### src/sv/vp8fh_pkg.sv
// shared types and constants of the vp8 frame header parser
package vp8fh_pkg;

    typedef enum logic [4:0] {
        PH_TAG,
        PH_KEYHDR,
        PH_COLOR,
        PH_SEG_EN,
        PH_SEG_MAP,
        PH_SEG_DATA,
        PH_SEG_ABS,
        PH_FEAT_FLAG,
        PH_FEAT_SKIP,
        PH_PROB_FLAG,
        PH_PROB_SKIP,
        PH_LF_SKIP,
        PH_LFD_EN,
        PH_LFD_UPD,
        PH_LFD_FLAG,
        PH_LFD_SKIP,
        PH_PART,
        PH_Q_YAC,
        PH_Q_FLAG,
        PH_Q_SKIP,
        PH_RF_GOLD,
        PH_RF_ALT,
        PH_TAIL,
        PH_DONE
    } phase_t;

    typedef enum logic [1:0] {
        ST_IDLE,
        ST_SHIFT,
        ST_FINISH
    } ctl_state_t;

    localparam logic [1:0] STATUS_OK        = 2'd0;
    localparam logic [1:0] STATUS_SHORT     = 2'd1;
    localparam logic [1:0] STATUS_PART_SIZE = 2'd2;
    localparam logic [1:0] STATUS_BAD_SYNC  = 2'd3;

    localparam logic [7:0] SYNC_BYTE0 = 8'h9d;
    localparam logic [7:0] SYNC_BYTE1 = 8'h01;
    localparam logic [7:0] SYNC_BYTE2 = 8'h2a;
    localparam logic [5:0] DIM_HI_MASK = 6'h3f;

    localparam logic [3:0] FEAT_SKIP_EVEN = 4'd8;
    localparam logic [3:0] FEAT_SKIP_ODD  = 4'd7;
    localparam logic [3:0] PROB_SKIP_BITS = 4'd8;
    localparam logic [3:0] LF_SKIP_BITS   = 4'd10;
    localparam logic [3:0] LFD_SKIP_BITS  = 4'd7;
    localparam logic [3:0] PART_BITS      = 4'd2;
    localparam logic [3:0] Q_YAC_BITS     = 4'd7;
    localparam logic [3:0] Q_SKIP_BITS    = 4'd5;
    localparam logic [3:0] COLOR_BITS     = 4'd2;
    localparam logic [3:0] SEG_ABS_BITS   = 4'd1;
    localparam logic [3:0] TAIL_MIN_BITS  = 4'd1;

    localparam logic [3:0] FEAT_COUNT = 4'd8;
    localparam logic [3:0] PROB_COUNT = 4'd3;
    localparam logic [3:0] LFD_COUNT  = 4'd8;
    localparam logic [3:0] Q_COUNT    = 4'd5;

    localparam logic [5:0] KEY_TAG_LEN   = 6'd10;
    localparam logic [5:0] INTER_TAG_LEN = 6'd3;

    localparam logic [23:0] SIZE_MAX = 24'hffffff;

    typedef struct packed {
        logic       step;
        logic       bit_val;
        logic       load;
        phase_t     load_phase;
        logic [3:0] load_bits;
        logic       clear;
        logic       inter;
    } walk_ctl_t;

    typedef struct packed {
        phase_t     phase;
        logic [8:0] bits_read;
        logic       parse_done;
    } walk_stat_t;

endpackage

### src/sv/vp8fh_bit_walk.sv
// header bit walker: one header bit per cycle while ctl.step is set, through the field phases
module vp8fh_bit_walk
    import vp8fh_pkg::*;
(
    input  logic       clk,
    input  logic       rst_n,
    input  walk_ctl_t  ctl,
    output walk_stat_t stat
);

    phase_t     phase_reg, phase_next;
    logic [3:0] bits_left_reg, bits_left_next;
    logic [3:0] repeat_reg, repeat_next;
    logic [8:0] bits_read_reg, bits_read_next;
    logic       map_reg, map_next;
    logic       gold_reg, gold_next;
    logic       done_reg, done_next;

    logic [3:0] bl_dec;
    logic [3:0] rc_inc;
    logic       skip_end;
    logic       active;
    logic       b;
    logic       feat_nx, prob_nx, lfd_nx, q_nx, seg_after;

    assign bl_dec   = bits_left_reg - 4'd1;
    assign skip_end = (bl_dec == 4'd0);
    assign rc_inc   = repeat_reg + 4'd1;
    assign b        = ctl.bit_val;
    assign active   = ctl.step && (phase_reg >= PH_COLOR) && (phase_reg != PH_DONE);

    always_ff @(posedge clk or negedge rst_n)
    begin
        if (!rst_n)
        begin
            phase_reg     <= PH_TAG;
            bits_left_reg <= 4'd0;
            repeat_reg    <= 4'd0;
            bits_read_reg <= 9'd0;
            map_reg       <= 1'b0;
            gold_reg      <= 1'b0;
            done_reg      <= 1'b0;
        end
        else
        begin
            phase_reg     <= phase_next;
            bits_left_reg <= bits_left_next;
            repeat_reg    <= repeat_next;
            bits_read_reg <= bits_read_next;
            map_reg       <= map_next;
            gold_reg      <= gold_next;
            done_reg      <= done_next;
        end
    end

    always_comb
    begin
        phase_next     = phase_reg;
        bits_left_next = bits_left_reg;
        repeat_next    = repeat_reg;
        bits_read_next = bits_read_reg;
        map_next       = map_reg;
        gold_next      = gold_reg;
        done_next      = done_reg;
        feat_nx        = 1'b0;
        prob_nx        = 1'b0;
        lfd_nx         = 1'b0;
        q_nx           = 1'b0;
        seg_after      = 1'b0;

        if (ctl.clear)
        begin
            phase_next     = PH_TAG;
            bits_left_next = 4'd0;
            repeat_next    = 4'd0;
            bits_read_next = 9'd0;
            map_next       = 1'b0;
            gold_next      = 1'b0;
            done_next      = 1'b0;
        end
        else if (ctl.load)
        begin
            phase_next     = ctl.load_phase;
            bits_left_next = ctl.load_bits;
        end
        else if (active)
        begin
            bits_read_next = bits_read_reg + 9'd1;
            case (phase_reg)
                PH_COLOR:
                begin
                    bits_left_next = bl_dec;
                    if (skip_end)
                    begin
                        phase_next     = PH_SEG_EN;
                        bits_left_next = 4'd0;
                    end
                end
                PH_SEG_EN:
                begin
                    phase_next     = b ? PH_SEG_MAP : PH_LF_SKIP;
                    bits_left_next = b ? 4'd0 : LF_SKIP_BITS;
                end
                PH_SEG_MAP:
                begin
                    map_next       = b;
                    phase_next     = PH_SEG_DATA;
                    bits_left_next = 4'd0;
                end
                PH_SEG_DATA:
                begin
                    if (b)
                    begin
                        phase_next     = PH_SEG_ABS;
                        bits_left_next = SEG_ABS_BITS;
                    end
                    else
                    begin
                        seg_after = 1'b1;
                    end
                end
                PH_SEG_ABS:
                begin
                    bits_left_next = bl_dec;
                    if (skip_end)
                    begin
                        repeat_next    = 4'd0;
                        phase_next     = PH_FEAT_FLAG;
                        bits_left_next = 4'd0;
                    end
                end
                PH_FEAT_FLAG:
                begin
                    if (b)
                    begin
                        phase_next     = PH_FEAT_SKIP;
                        bits_left_next = repeat_reg[0] ? FEAT_SKIP_ODD : FEAT_SKIP_EVEN;
                    end
                    else
                    begin
                        feat_nx = 1'b1;
                    end
                end
                PH_FEAT_SKIP:
                begin
                    bits_left_next = bl_dec;
                    feat_nx        = skip_end;
                end
                PH_PROB_FLAG:
                begin
                    if (b)
                    begin
                        phase_next     = PH_PROB_SKIP;
                        bits_left_next = PROB_SKIP_BITS;
                    end
                    else
                    begin
                        prob_nx = 1'b1;
                    end
                end
                PH_PROB_SKIP:
                begin
                    bits_left_next = bl_dec;
                    prob_nx        = skip_end;
                end
                PH_LF_SKIP:
                begin
                    bits_left_next = bl_dec;
                    if (skip_end)
                    begin
                        phase_next     = PH_LFD_EN;
                        bits_left_next = 4'd0;
                    end
                end
                PH_LFD_EN:
                begin
                    phase_next     = b ? PH_LFD_UPD : PH_PART;
                    bits_left_next = b ? 4'd0 : PART_BITS;
                end
                PH_LFD_UPD:
                begin
                    if (b)
                    begin
                        repeat_next    = 4'd0;
                        phase_next     = PH_LFD_FLAG;
                        bits_left_next = 4'd0;
                    end
                    else
                    begin
                        phase_next     = PH_PART;
                        bits_left_next = PART_BITS;
                    end
                end
                PH_LFD_FLAG:
                begin
                    if (b)
                    begin
                        phase_next     = PH_LFD_SKIP;
                        bits_left_next = LFD_SKIP_BITS;
                    end
                    else
                    begin
                        lfd_nx = 1'b1;
                    end
                end
                PH_LFD_SKIP:
                begin
                    bits_left_next = bl_dec;
                    lfd_nx         = skip_end;
                end
                PH_PART:
                begin
                    bits_left_next = bl_dec;
                    if (skip_end)
                    begin
                        phase_next     = PH_Q_YAC;
                        bits_left_next = Q_YAC_BITS;
                    end
                end
                PH_Q_YAC:
                begin
                    bits_left_next = bl_dec;
                    if (skip_end)
                    begin
                        repeat_next    = 4'd0;
                        phase_next     = PH_Q_FLAG;
                        bits_left_next = 4'd0;
                    end
                end
                PH_Q_FLAG:
                begin
                    if (b)
                    begin
                        phase_next     = PH_Q_SKIP;
                        bits_left_next = Q_SKIP_BITS;
                    end
                    else
                    begin
                        q_nx = 1'b1;
                    end
                end
                PH_Q_SKIP:
                begin
                    bits_left_next = bl_dec;
                    q_nx           = skip_end;
                end
                PH_RF_GOLD:
                begin
                    gold_next      = b;
                    phase_next     = PH_RF_ALT;
                    bits_left_next = 4'd0;
                end
                PH_RF_ALT:
                begin
                    // copy flags when not refreshed, sign bias, entropy, last
                    phase_next     = PH_TAIL;
                    bits_left_next = (gold_reg ? 4'd0 : 4'd2) + (b ? 4'd0 : 4'd2) + 4'd4;
                end
                PH_TAIL:
                begin
                    bits_left_next = bl_dec;
                    if (skip_end)
                    begin
                        done_next      = 1'b1;
                        phase_next     = PH_DONE;
                        bits_left_next = 4'd0;
                    end
                end
                default:
                begin
                    phase_next     = PH_DONE;
                    bits_left_next = 4'd0;
                end
            endcase

            if (feat_nx)
            begin
                repeat_next = rc_inc;
                if (rc_inc >= FEAT_COUNT)
                begin
                    seg_after = 1'b1;
                end
                else
                begin
                    phase_next     = PH_FEAT_FLAG;
                    bits_left_next = 4'd0;
                end
            end
            if (seg_after)
            begin
                if (map_next)
                begin
                    repeat_next    = 4'd0;
                    phase_next     = PH_PROB_FLAG;
                    bits_left_next = 4'd0;
                end
                else
                begin
                    phase_next     = PH_LF_SKIP;
                    bits_left_next = LF_SKIP_BITS;
                end
            end
            if (prob_nx)
            begin
                repeat_next    = rc_inc;
                phase_next     = (rc_inc >= PROB_COUNT) ? PH_LF_SKIP : PH_PROB_FLAG;
                bits_left_next = (rc_inc >= PROB_COUNT) ? LF_SKIP_BITS : 4'd0;
            end
            if (lfd_nx)
            begin
                repeat_next    = rc_inc;
                phase_next     = (rc_inc >= LFD_COUNT) ? PH_PART : PH_LFD_FLAG;
                bits_left_next = (rc_inc >= LFD_COUNT) ? PART_BITS : 4'd0;
            end
            if (q_nx)
            begin
                repeat_next = rc_inc;
                if (rc_inc < Q_COUNT)
                begin
                    phase_next     = PH_Q_FLAG;
                    bits_left_next = 4'd0;
                end
                else if (ctl.inter)
                begin
                    phase_next     = PH_RF_GOLD;
                    bits_left_next = 4'd0;
                end
                else
                begin
                    phase_next     = PH_TAIL;
                    bits_left_next = TAIL_MIN_BITS;
                end
            end
        end
    end

    assign stat.phase      = phase_reg;
    assign stat.bits_read  = bits_read_reg;
    assign stat.parse_done = done_reg;

endmodule

### src/sv/vp8_frame_header_parser.sv
// vp8 frame header parser top level: byte intake, frame tag capture and result register
//
// input beats carry one frame byte each on s_tdata, with s_tlast on the final byte
// of the frame. one result beat per frame leaves on the m_ side after its last byte.
// frame tag and keyframe header bytes (first 3, or first 10 on a keyframe) are taken
// directly in the idle state. header bytes after that are shifted through the bit
// walker one bit per cycle, and the next byte can be taken while the last bit of
// the current one shifts. bytes past the end of the header are only counted once
// the walker is done, and are shifted like header bytes while it is still running.
// after the last byte the finish state forms the result and loads it into the
// output register, which raises m_tvalid.
// the result sits in an output register; the next frame's bytes are taken while it
// waits. if the receiver still holds the previous result when a new frame ends, the
// block waits with s_tready low until that result is taken.
// the byte count saturates at 2^FRAME_SIZE_BITS - 1.
// reset clears the control state and the kept width and height; no memory clearing.
module vp8_frame_header_parser
    import vp8fh_pkg::*;
#(
    parameter int FRAME_SIZE_BITS = 24
)
(
    input  logic        clk,
    input  logic        rst_n,
    input  logic        s_tvalid,
    output logic        s_tready,
    input  logic [7:0]  s_tdata,   // frame_byte
    input  logic        s_tlast,   // last_byte
    output logic        m_tvalid,
    input  logic        m_tready,
    // status[1:0], profile[3:2], frame_width[17:4], frame_height[31:18],
    // byte_total[55:32], header_bytes[61:56], zero[63:62]
    output logic [63:0] m_tdata,
    output logic        m_tuser    // key_frame
);

    localparam int CMP_W = (FRAME_SIZE_BITS > 24) ? FRAME_SIZE_BITS : 24;

    ctl_state_t state_reg, state_next;
    logic [2:0] bit_cnt_reg, bit_cnt_next;
    logic [7:0] shift_reg, shift_next;
    logic       last_reg, last_next;
    logic [FRAME_SIZE_BITS-1:0] count_reg, count_next;
    logic [7:0] tag0_reg, tag0_next;
    logic [7:0] tag1_reg, tag1_next;
    logic [7:0] tag2_reg, tag2_next;
    logic       sync_ok_reg, sync_ok_next;
    logic [7:0] wlo_reg, wlo_next;
    logic [5:0] whi_reg, whi_next;
    logic [7:0] hlo_reg, hlo_next;
    logic [5:0] hhi_reg, hhi_next;
    logic [13:0] kept_w_reg, kept_w_next;
    logic [13:0] kept_h_reg, kept_h_next;
    logic        m_valid_reg, m_valid_next;
    logic [63:0] out_data_reg, out_data_next;
    logic        out_key_reg, out_key_next;

    walk_ctl_t  wctl;
    walk_stat_t wstat;

    logic        in_fire;
    logic        count_full;
    logic        out_free;
    logic [CMP_W-1:0] n_ext;
    logic [18:0] part;
    logic        key;
    logic [1:0]  fin_status;
    logic        fin_upd;
    logic [6:0]  fin_ceil;
    logic [5:0]  fin_hdr;
    logic [13:0] fin_w, fin_h;
    logic [23:0] fin_size;

    vp8fh_bit_walk u_walk (
        .clk   (clk),
        .rst_n (rst_n),
        .ctl   (wctl),
        .stat  (wstat)
    );

    assign s_tready   = (state_reg == ST_IDLE)
                     || (state_reg == ST_SHIFT && bit_cnt_reg == 3'd7 && !last_reg);
    assign in_fire    = s_tvalid && s_tready;
    assign count_full = (count_reg == {FRAME_SIZE_BITS{1'b1}});
    assign out_free   = !m_valid_reg || m_tready;

    // frame result
    assign n_ext    = CMP_W'(count_reg);
    assign part     = {tag2_reg, tag1_reg, tag0_reg[7:5]};
    assign key      = ~tag0_reg[0];
    assign fin_ceil = 7'((10'(wstat.bits_read) + 10'd7) >> 3);
    assign fin_size = (n_ext > CMP_W'(SIZE_MAX)) ? SIZE_MAX : n_ext[23:0];

    always_comb
    begin
        fin_upd    = 1'b0;
        fin_status = STATUS_OK;
        if (n_ext < CMP_W'(3))
        begin
            fin_status = STATUS_SHORT;
        end
        else if (CMP_W'(part) > n_ext)
        begin
            fin_status = STATUS_PART_SIZE;
        end
        else if (key && n_ext < CMP_W'(10))
        begin
            fin_status = STATUS_SHORT;
        end
        else if (key && !sync_ok_reg)
        begin
            fin_status = STATUS_BAD_SYNC;
        end
        else
        begin
            fin_upd    = key;
            fin_status = wstat.parse_done ? STATUS_OK : STATUS_SHORT;
        end
        fin_hdr = (fin_status == STATUS_OK)
                ? 6'((key ? KEY_TAG_LEN : INTER_TAG_LEN) + 6'(fin_ceil)) : 6'd0;
        fin_w   = fin_upd ? {whi_reg & DIM_HI_MASK, wlo_reg} : kept_w_reg;
        fin_h   = fin_upd ? {hhi_reg & DIM_HI_MASK, hlo_reg} : kept_h_reg;
    end

    always_ff @(posedge clk or negedge rst_n)
    begin
        if (!rst_n)
        begin
            state_reg   <= ST_IDLE;
            bit_cnt_reg <= 3'd0;
            last_reg    <= 1'b0;
            count_reg   <= '0;
            kept_w_reg  <= 14'd0;
            kept_h_reg  <= 14'd0;
            m_valid_reg <= 1'b0;
        end
        else
        begin
            state_reg   <= state_next;
            bit_cnt_reg <= bit_cnt_next;
            last_reg    <= last_next;
            count_reg   <= count_next;
            kept_w_reg  <= kept_w_next;
            kept_h_reg  <= kept_h_next;
            m_valid_reg <= m_valid_next;
        end
    end

    always_ff @(posedge clk)
    begin
        shift_reg    <= shift_next;
        tag0_reg     <= tag0_next;
        tag1_reg     <= tag1_next;
        tag2_reg     <= tag2_next;
        sync_ok_reg  <= sync_ok_next;
        wlo_reg      <= wlo_next;
        whi_reg      <= whi_next;
        hlo_reg      <= hlo_next;
        hhi_reg      <= hhi_next;
        out_data_reg <= out_data_next;
        out_key_reg  <= out_key_next;
    end

    always_comb
    begin
        state_next    = state_reg;
        bit_cnt_next  = bit_cnt_reg;
        shift_next    = shift_reg;
        last_next     = last_reg;
        count_next    = count_reg;
        tag0_next     = tag0_reg;
        tag1_next     = tag1_reg;
        tag2_next     = tag2_reg;
        sync_ok_next  = sync_ok_reg;
        wlo_next      = wlo_reg;
        whi_next      = whi_reg;
        hlo_next      = hlo_reg;
        hhi_next      = hhi_reg;
        kept_w_next   = kept_w_reg;
        kept_h_next   = kept_h_reg;
        m_valid_next  = m_valid_reg && !m_tready;
        out_data_next = out_data_reg;
        out_key_next  = out_key_reg;

        wctl.step       = 1'b0;
        wctl.bit_val    = shift_reg[7];
        wctl.load       = 1'b0;
        wctl.load_phase = PH_TAG;
        wctl.load_bits  = 4'd0;
        wctl.clear      = 1'b0;
        wctl.inter      = tag0_reg[0];

        if (in_fire && !count_full)
        begin
            count_next = count_reg + FRAME_SIZE_BITS'(1);
        end

        case (state_reg)
            ST_IDLE:
            begin
                if (in_fire)
                begin
                    if (wstat.phase == PH_TAG || wstat.phase == PH_KEYHDR)
                    begin
                        if (count_reg < FRAME_SIZE_BITS'(10))
                        begin
                            case (count_reg[3:0])
                                4'd0: tag0_next = s_tdata;
                                4'd1: tag1_next = s_tdata;
                                4'd2: tag2_next = s_tdata;
                                4'd3: sync_ok_next = (s_tdata == SYNC_BYTE0);
                                4'd4: sync_ok_next = sync_ok_reg && (s_tdata == SYNC_BYTE1);
                                4'd5: sync_ok_next = sync_ok_reg && (s_tdata == SYNC_BYTE2);
                                4'd6: wlo_next = s_tdata;
                                4'd7: whi_next = s_tdata[5:0];
                                4'd8: hlo_next = s_tdata;
                                4'd9: hhi_next = s_tdata[5:0];
                                default: ;
                            endcase
                        end
                        if (wstat.phase == PH_TAG && count_reg == FRAME_SIZE_BITS'(2))
                        begin
                            wctl.load       = 1'b1;
                            wctl.load_phase = tag0_reg[0] ? PH_SEG_EN : PH_KEYHDR;
                        end
                        else if (wstat.phase == PH_KEYHDR
                                 && count_reg >= FRAME_SIZE_BITS'(9))
                        begin
                            wctl.load       = 1'b1;
                            wctl.load_phase = PH_COLOR;
                            wctl.load_bits  = COLOR_BITS;
                        end
                        state_next = s_tlast ? ST_FINISH : ST_IDLE;
                    end
                    else if (wstat.phase == PH_DONE)
                    begin
                        state_next = s_tlast ? ST_FINISH : ST_IDLE;
                    end
                    else
                    begin
                        shift_next   = s_tdata;
                        last_next    = s_tlast;
                        bit_cnt_next = 3'd0;
                        state_next   = ST_SHIFT;
                    end
                end
            end
            ST_SHIFT:
            begin
                wctl.step    = 1'b1;
                shift_next   = {shift_reg[6:0], 1'b0};
                bit_cnt_next = bit_cnt_reg + 3'd1;
                if (bit_cnt_reg == 3'd7)
                begin
                    if (in_fire)
                    begin
                        shift_next = s_tdata;
                        last_next  = s_tlast;
                    end
                    else if (last_reg)
                    begin
                        state_next = ST_FINISH;
                    end
                    else
                    begin
                        state_next = ST_IDLE;
                    end
                end
            end
            ST_FINISH:
            begin
                if (out_free)
                begin
                    m_valid_next  = 1'b1;
                    out_key_next  = key;
                    out_data_next = {2'b00, fin_hdr, fin_size, fin_h, fin_w,
                                     tag0_reg[2:1], fin_status};
                    kept_w_next   = fin_w;
                    kept_h_next   = fin_h;
                    wctl.clear    = 1'b1;
                    count_next    = '0;
                    last_next     = 1'b0;
                    state_next    = ST_IDLE;
                end
            end
            default:
            begin
                state_next = ST_IDLE;
            end
        endcase
    end

    assign m_tvalid = m_valid_reg;
    assign m_tdata  = out_data_reg;
    assign m_tuser  = out_key_reg;

    a_shift_not_tag: assert property (@(posedge clk) disable iff (!rst_n)
        state_reg == ST_SHIFT |-> wstat.phase != PH_TAG && wstat.phase != PH_KEYHDR)
        else $error("header byte shifted while frame tag still open");

    a_bitcnt_idle: assert property (@(posedge clk) disable iff (!rst_n)
        state_reg != ST_SHIFT |-> bit_cnt_reg == 3'd0)
        else $error("bit counter left mid byte");

    a_finish_loads: assert property (@(posedge clk) disable iff (!rst_n)
        state_reg == ST_FINISH && out_free |=> m_valid_reg && state_reg == ST_IDLE)
        else $error("frame result not loaded");

    a_err_no_hdr: assert property (@(posedge clk) disable iff (!rst_n)
        m_valid_reg && out_data_reg[1:0] != STATUS_OK |-> out_data_reg[61:56] == 6'd0)
        else $error("header length on failed frame");

    a_count_moves: assert property (@(posedge clk) disable iff (!rst_n)
        in_fire |=> count_reg != '0)
        else $error("byte count lost an accepted byte");

endmodule
### config.mk
export PLATFORM = sky130hd
export DESIGN_NAME = vp8_frame_header_parser
export DESIGN_NICKNAME = d
export VERILOG_FILES = /design/src/sv/vp8fh_pkg.sv /design/src/sv/vp8fh_bit_walk.sv /design/src/sv/vp8_frame_header_parser.sv
export SDC_FILE = /design/constraint.sdc
export NUM_CORES = 1
export LEC_CHECK = 0
export BUFFER_PORTS_ARGS = -buffer_cell sky130_fd_sc_hd__clkbuf_2
export CORE_UTILIZATION = 33
export DETAILED_ROUTE_END_ITERATION = 6
export PLACE_DENSITY = 0.56
export SETUP_SLACK_MARGIN = 0.4
export SYNTH_ARGS = -nofsm -noshare
export SYNTH_HDL_FRONTEND = slang
export SYNTH_SLANG_ARGS = --single-unit
export TNS_END_PERCENT = 100
### constraint.sdc
create_clock -name clk -period 3.9 [get_ports clk]
set_input_delay 0.39 -clock clk [delete_from_list [all_inputs] [get_ports clk]]
set_output_delay 0.39 -clock clk [all_outputs]
set_load 0.02 [all_outputs]
# ---- Word level (Yosys, flattened, before mapping)
# Index checks and enable logic that the tools add are counted.
dict set report totals {
  output_inout_bits 67
  word_cells 311
  reg_bits 208
  inputBits 13
}
dict set report classes {
  order_cmp 9
  bitwise 1
  mux 163
  n_reduce_logical 53
  n_addsub 9
  n_eq_ne 49
}
# operator n
set op_table {}
lappend op_table {{4-bit two-way mux} 35}
lappend op_table {{5-bit two-way mux} 24}
lappend op_table {{5-bit one-hot mux with 18 select lines} 1}
lappend op_table {{24-bit two-way mux} 3}
lappend op_table {{1-bit two-way mux} 52}
lappend op_table {{4-bit one-hot mux with 11 select lines} 1}
lappend op_table {{5-bit by 4-bit equality test with 1-bit output (second input constant)} 8}
lappend op_table {{5-bit equality test (second input constant)} 8}
lappend op_table {{10-bit two-way mux} 4}
lappend op_table {{8-bit two-way mux} 5}
lappend op_table {{5-bit AND reduction} 8}
lappend op_table {{2-bit two-way mux} 19}
lappend op_table {{14-bit two-way mux} 2}
lappend op_table {{9-bit two-way mux} 3}
lappend op_table {{24-bit by 1-bit adder with 24-bit output (second input constant)} 1}
lappend op_table {{24-bit by 2-bit equality test with 1-bit output (second input constant)} 1}
lappend op_table {{24-bit equality test (second input constant)} 1}
lappend op_table {{24-bit by 4-bit >= comparator with 1-bit output (second input constant)} 1}
lappend op_table {{19-bit by 24-bit > comparator with 1-bit output} 1}
lappend op_table {{24-bit > comparator (second input constant)} 1}
lappend op_table {{24-bit by 2-bit less-than comparator with 1-bit output (second input constant)} 1}
lappend op_table {{24-bit by 4-bit less-than comparator with 1-bit output (second input constant)} 1}
lappend op_table {{5-bit by 3-bit equality test with 1-bit output (second input constant)} 4}
lappend op_table {{4-bit by 3-bit equality test with 1-bit output (second input constant)} 4}
lappend op_table {{other kinds (50)} 95}

# ---- Depth between registers and ports, before layout
# Gate-level depths: netlist (run 1).
dict set report logic_depth {
  ltp_word 20
  depth_mapped 11
  ltp_nobuf 11
}

# ---- By module
# A second synthesis (run 1) with hierarchy kept.
dict set report hier_totals {
  cells_unflattened 999
  area_unflattened_um2 11098.1
}
# module area_each_um2 cells_each seq_area_each_um2 n_inst
set by_module_without_submodules {}
lappend by_module_without_submodules {vp8_frame_header_parser 8199.1 609 5139.9 1}
lappend by_module_without_submodules {vp8fh_bit_walk 2899.0 390 625.6 1}

# ---- Worst setup path before layout (run 1)
# Ideal clock, no wire load.
dict set report synth_timing {
  path_kind {register -> register}
  from {register state_reg[0]}
  to {register out_data_reg[0], in the netlist m_tdata[0], enable pin}
  t_arrival_ns 2.935
  setup_time_ns 0.452
  n_path_buf 2
  stages_incl_launch_ff 6
  path_slack_ns 0.513
  synth_period_minus_slack_ns 3.387
  cell_sequence {dfrtp_1 > nand2b_1 > nand2b_1 > clkbuf_1 > inv_1 > clkbuf_1}
}
dict set report synth_via {
  elab_chain_cells 2
}
# item line_no
set synth_rtl {}
lappend synth_rtl {{start, declared} vp8_frame_header_parser.sv:39} ;# ctl_state_t state_reg, state_next;
lappend synth_rtl {{start signal, assigned} vp8_frame_header_parser.sv:139} ;# state_reg <= state_next;
lappend synth_rtl {{2-bit equality test} vp8_frame_header_parser.sv:198} ;# case (state_reg)
lappend synth_rtl {{2-bit AND reduction (no source line)} --}
lappend synth_rtl {{end signal, assigned} vp8_frame_header_parser.sv:160} ;# out_data_reg <= out_data_next;
lappend synth_rtl {{end, declared} vp8_frame_header_parser.sv:55} ;# logic [63:0] out_data_reg, out_data_next;
# Every way passes these cells.
# A chain may end at the register's enable or synchronous reset.

# ---- Worst setup path after layout (run 1)
dict set report layout_timing {
  from {register count_reg[13]}
  to {register kept_h_reg[4]}
}
dict set report layout_via {
  elab_chain_cells 6
  word_cells_on_any_way 8
  cone_classes {3 x order compare; 4 x mux; 1 x reduce/logical}
}
# item line_no
set layout_rtl {}
lappend layout_rtl {{start, declared} vp8_frame_header_parser.sv:43} ;# logic [FRAME_SIZE_BITS-1:0] count_reg, count_next;
lappend layout_rtl {{start signal, assigned} vp8_frame_header_parser.sv:142} ;# count_reg <= count_next;
lappend layout_rtl {{24-bit by 4-bit less-than comparator with 1-bit output} vp8_frame_header_parser.sv:106} ;# else if (key && n_ext < CMP_W'(10))
lappend layout_rtl {{1-bit logical AND} vp8_frame_header_parser.sv:106}
lappend layout_rtl {{1-bit two-way mux} vp8_frame_header_parser.sv:106}
lappend layout_rtl {{1-bit two-way mux} vp8_frame_header_parser.sv:102} ;# else if (CMP_W'(part) > n_ext)
lappend layout_rtl {{1-bit two-way mux *} vp8_frame_header_parser.sv:98} ;# if (n_ext < CMP_W'(3))
lappend layout_rtl {{14-bit two-way mux *} vp8_frame_header_parser.sv:122} ;# fin_h = fin_upd ? {hhi_reg & DIM_HI_MASK, hlo_reg} : kept_h_reg;
lappend layout_rtl {{end signal, assigned} vp8_frame_header_parser.sv:144} ;# kept_h_reg <= kept_h_next;
lappend layout_rtl {{end, declared} vp8_frame_header_parser.sv:53} ;# logic [13:0] kept_h_reg, kept_h_next;
# Every way passes the cells marked *; elsewhere a longest branch is shown, timed or not.

==> flow_summary.ini, run 1 <==
[detailed_routing]
avgViaCountPerCell = 5.30
via_count = 7489
dr.first_iter.drc_count = 611
wl_mm = 26.0
drcViolationCount = 0
ant_nets = 0
wire_per_inst_um = 18.4
dr.pass1.iters = 5

[pwr]
peakVddDrop_mv = 0.249
power_density_mw_per_mm2 = 599
p_leak_nw = 4.76
power_w = 0.00723

[synth]
synth.distinct_cells = 71
synth_seq_area_share = 0.549
syn_area_mm2 = 0.0105
ys.warnings.count = 0
synth.avg_cell_area_um2 = 11.3
async_reset_ff_frac = 0.408
synthCells = 930
synth_flop_cell = edfxtp_1
synth_edf_count = 122
ys_ff_latch = 206

[timing]
min_period_over_period = 0.849
rsz0062_at_grt = false
setup_viol = 0
fin_tns_setup_ps = 0
period_needed_ps = 3310
clock.fmax_mhz = 302
hold_viol_final = 0
skew_ps = 9.18
maxSlewViolCount = 0
tightest_slew_ps = 914
slew_headroom = 0.391

[global_routing]
grt.total_usage = 0.159
antenna_found_initial = 0
grt_pass1_wl_mm = 41.5
grt-ovfl-total = 0
grt_max_degree = 66
grt_pass1_vias = 7285

[cells_and_area]
largest_reg_flops = 62
drive_above_1_share = 0.181
layout.nets = 1050
fillers = 3046
diodes = 0
syn_to_final_growth_pct = 14.8

[run_status]
status = finished, final reports clean

[floorplanning]
die_h_um = 180
initial_core_util = 0.340
ios = 80
die_w_um = 180
coreArea_mm2 = 0.0309
die_area_mm2 = 0.0325
placementRows = 64

[clock_tree]
hold_buffers = 0
cts_sinks = 206
numCtsBuffers = 21
root_buffer = clkbuf_16
clk_pin_slew_ps = 60
post-cts-setup-buffer-count = 0
cts_buffer_depth = 3
insertion_delay_ps = 500
cts_resized = 0
cts_max_level = 1
cts_tree = done

[worst_setup_path]
crit_path_max_fanout = 28
reg2reg_slack_ps = 590
cp-start-kind = flop
critPathKind = reg -> reg
cp.required_ps = 4280
cp.arrival_ps = 3690
setup.worst_path.end_class = flop

[worst_hold_path]
hp-class = in -> async

[place]
port_buffers = 77
gp_congestion = 0.928
hpwl_mm = 18.0

[flow_run]
cap_violations = 0
[per-stage QoR]
| step | util | cells | hold slack, ps | setup WS (ps) | cell area [um^2] |
|---|---|---|---|---|---|
| 5_1_grt | 0.390 | 1412 | 69.2 | 403 | 12100 |
| 4_1_cts | 0.390 | 1412 | 39.5 | 562 | 12100 |
| 2_1_floorplan | - | 931 | 94.4 | 513 | 10500 |
| 3_3_place_gp | 0.368 | 1374 | 404 | 597 | 11400 |
| 3_5_place_dp | 0.368 | 1374 | 405 | 578 | 11400 |
| 6_report | 0.390 | 1412 | 8.35 | 587 | 12100 |
[synthesized netlist by cell type (all sizes together) (23+ instances only)]
| master | number | area [um^2] |
|---|---|---|
| o21ai | 44 | 220 |
| dfrtp | 84 | 2100 |
| xnor2 | 23 | 201 |
| ha | 36 | 450 |
| nor2 | 79 | 304 |
| edfxtp | 122 | 3660 |
| clkbuf | 51 | 191 |
| mux2 | 64 | 758 |
| a21oi | 46 | 230 |
| nand2 | 46 | 173 |
| inv | 44 | 165 |
| nand3 | 33 | 165 |
[layout by cell type (no fill, tap or decap), types with 24 or more instances in the layout]
cell | netlist | routed
a21oi_1 | 46 | 46
buf_4 | 3 | 30
clkbuf_2 | 0 | 76
dfrtp_1 | 84 | 84
edfxtp_1 | 122 | 122
ha_1 | 36 | 36
inv_1 | 44 | 43
mux2_1 | 30 | 30
mux2_2 | 24 | 24
nand2_1 | 46 | 46
nand3_1 | 33 | 33
nor2_1 | 78 | 78
o21ai_0 | 42 | 42
[power breakdown]
group / internal, W / switching (W) / total, W
clock network: 0.00120 / 0.000822 / 0.00202
logic: 0.000910 / 0.00142 / 0.00233
registers: 0.00256 / 0.000319 / 0.00288
total: 0.00466 / 0.00256 / 0.00723
[path summary, 6_finish.rpt]
kind	from	end	cells after the start
min in group clk	s_tdata[6]	wlo_reg[6]	1
min	rst_n	kept_w_reg[9]	1
min reg2reg	tag0_reg[2]	m_tdata[3]	0
max reg2reg	count_reg[13]	kept_h_reg[4]	10
max	count_reg[13]	kept_h_reg[4]	10
max in group asynchronous	rst_n	kept_h_reg[7]	2
[cell type report]
cell class,instances,area [um^2],area share
well taps,396,495,0.0411
multi-input cells,621,4310,0.357
flip-flops and latches,206,5770,0.478
clock buffers,27,588,0.0488
inverters,44,166,0.0138
repair buffers,107,626,0.0519
clock inverters,11,105,0.00872
[logic make-up (layout without fill, tap and decap cells)]
logic type	count (synthesis)	count (layout)	synth area share
other	1	2	0.000357
adder cells (fa/ha/maj)	36	36	0.0429
AND/OR/NAND/NOR	292	292	0.144
buffers and inverters	104	189	0.0411
XOR/XNOR	30	30	0.0250
multiplexers	67	67	0.0751
flip-flops	206	206	0.549
AO/OA/AOI/OAI	194	194	0.122
[metal layers]
metal	global-route usage	part of all wire
met1	0.220	0.45
met2	0.259	0.48
met3	0.0212	0.050
met4	0.0465	0.018
met5	0	0
[worst max-delay path, stage by stage (launching register included)]
cell      delay [ps]
dfrtp_1          440
inv_1            100
ha_1             310
a21o_1           160
a21o_1           170
a22o_1           210
or4b_1           490
a2111o_1         440
nor2_4            90
buf_4            380
mux2_2           390
Note: power is estimated with default switching activity, not from simulation.
==> run 2, diff against run 1 <==
==> constraint.sdc (replaced) <==
create_clock -name clk -period 3.15 [get_ports clk]
set_input_delay 0.315 -clock clk [delete_from_list [all_inputs] [get_ports clk]]
set_output_delay 0.315 -clock clk [all_outputs]
set_load 0.02 [all_outputs]
==> run 2 against run 1 <==
- design area is 5.1% higher
- die area is the same
- sequential power is 21% higher
- final cell count up 3.1%
- non-clock buffer count grew 44
- count of clock-buffer cells in the layout increased by 5
- clock skew grew 9.2 ps
- clock power rose by 20%
- first-iteration DRC count is 5.1% lower
- critical path depth fell by 1
- global-route usage up 0.49 points
- total power rose by 28%
- critical path type unchanged
==> flow_summary.ini, run 2 (synthesis gave the netlist of run 1 again) <==
[global_routing]
grt.total_usage = 0.164
grt_max_degree = 50
grt_pass1_wl_mm = 42.5
grt-ovfl-total = 0
grt_pass1_vias = 7560
antenna_found_initial = 0

[detailed_routing]
wire_per_inst_um = 18.3
dr.pass1.iters = 5
drcViolationCount = 0
wl_mm = 26.6
via_count = 7757
dr.first_iter.drc_count = 580
ant_nets = 0
avgViaCountPerCell = 5.33

[timing]
maxSlewViolCount = 0
clock.fmax_mhz = 330
rsz0062_at_grt = true
slew_headroom = 0.506
hold_viol_final = 0
setup_viol = 0
holdWs_ps = 129
fin_tns_setup_ps = 0
min_period_over_period = 0.962
tightest_slew_ps = 731
period_needed_ps = 3030
skew_ps = 18.3

[floorplanning]
coreArea_mm2 = 0.0309
placementRows = 64
initial_core_util = 0.340
ios = 80
die_w_um = 180
die_area_mm2 = 0.0325
die_h_um = 180

[clock_tree]
cts_sinks = 206
clk_pin_slew_ps = 60
root_buffer = clkbuf_16
cts_tree = done
cts_buffer_depth = 3
numCtsBuffers = 21
cts_max_level = 1
insertion_delay_ps = 510

[worst_setup_path]
crit_path_max_fanout = 28
cp-start-kind = flop
cp.required_ps = 3400
reg2reg_slack_ps = 120
setup.worst_path.end_class = flop
cp.arrival_ps = 3280
critPathKind = reg -> reg

[cells_and_area]
drive_above_1_share = 0.242
final_common_cell = edfxtp_1
largest_reg_flops = 62
layout.nets = 1094
diodes = 0
design_area_mm2 = 0.0127
syn_to_final_growth_pct = 20.7
final_core_util = 0.410
final_cell_mix = edfxtp_1, dfrtp_1, nor2_1, clkbuf_2, buf_4

[place]
place_area_mm2 = 0.0118
hpwl_mm = 18.8
port_buffers = 77
gp_congestion = 0.904

[worst_hold_path]
hp-class = in -> reg

[pwr]
seq_power_share = 0.377
peakVddDrop_mv = 0.382
pwr-share-clk = 0.264
switching_share = 0.357
power_density_mw_per_mm2 = 728
p_int_w = 0.00593
power_frac_comb = 0.359
p_leak_nw = 5.02
p_sw_w = 0.00329

[run_status]
status = finished, final reports clean

[flow_run]
cap_violations = 0
run 2: cell count changes in the layout (fill, tap and decap cells not counted), sizes merged:
cell and delta:
clkbuf +5, clkinv -5, dlygate4sd3 +1, buf +43
run 2: stage by stage:
step | instances | power, W | setup slack (ps)
final | 1456 | 0.00923 | 119
after detailed placement | 1413 | 0.00661 | 101
after CTS | 1452 | 0.00910 | 133
after floorplan | 931 | 0.00548 | 126
after global routing | 1456 | 0.00974 | 6.19
after global placement | 1413 | 0.00660 | 112
run 2: power groups by stage:
stage,registers [W],clock network [W],logic [W]
floorplan,0.00343,0,0.00204
global placement,0.00352,0,0.00308
detailed placement,0.00352,0,0.00309
CTS,0.00347,0.00251,0.00313
global route,0.00351,0.00260,0.00362
finish,0.00348,0.00243,0.00331
run 2: cell type report:
cell class | instances | area [um^2]
Sequential cell | 206 | 5770
Fill cell | 2961 | 18200
Multi-Input combinational cell | 621 | 4500
Clock inverter | 6 | 87.6
Tap cell | 396 | 495
Timing Repair Buffer | 151 | 1080
Clock buffer | 32 | 577
Inverter | 44 | 166
run 2: critical path, stage by stage, from the launching register on:
cell,delay [ps]
dfrtp_1,390
inv_2,90
ha_4,200
a21o_1,150
a21o_1,170
a22o_1,220
or4b_4,480
a2111o_1,480
buf_12,220
mux2_1,340
run 2: final timing paths:
check,start,endpoint,depth (start not counted)
hold / removal,m_tready,m_tvalid,3
min in group asynchronous,rst_n,kept_w_reg[2],2
setup / recovery,count_reg[13],m_tdata[22],9
hold reg to reg,tag0_reg[1],m_tdata[2],0
setup reg to reg,count_reg[13],m_tdata[22],9
max in group asynchronous,rst_n,u_walk.phase_reg[1],3
run 2: repair_timing:
action,4_1_cts,5_1_grt
endpoints found under the setup margin,73,115
cloned,0,0
gates resized for setup,8,29
setup buffers,0,4
endpoints found under the hold margin,48,0
pin swaps,1,4
hold buffers,1,0
run 2: layer usage:
metal / share of wire / global-route usage / wire [um]
met1: 0.46 / 0.227 / 12200
met2: 0.47 / 0.269 / 12500
met3: 0.048 / 0.0190 / 1270
met4: 0.023 / 0.0482 / 605
met5: 0 / 0 / 0
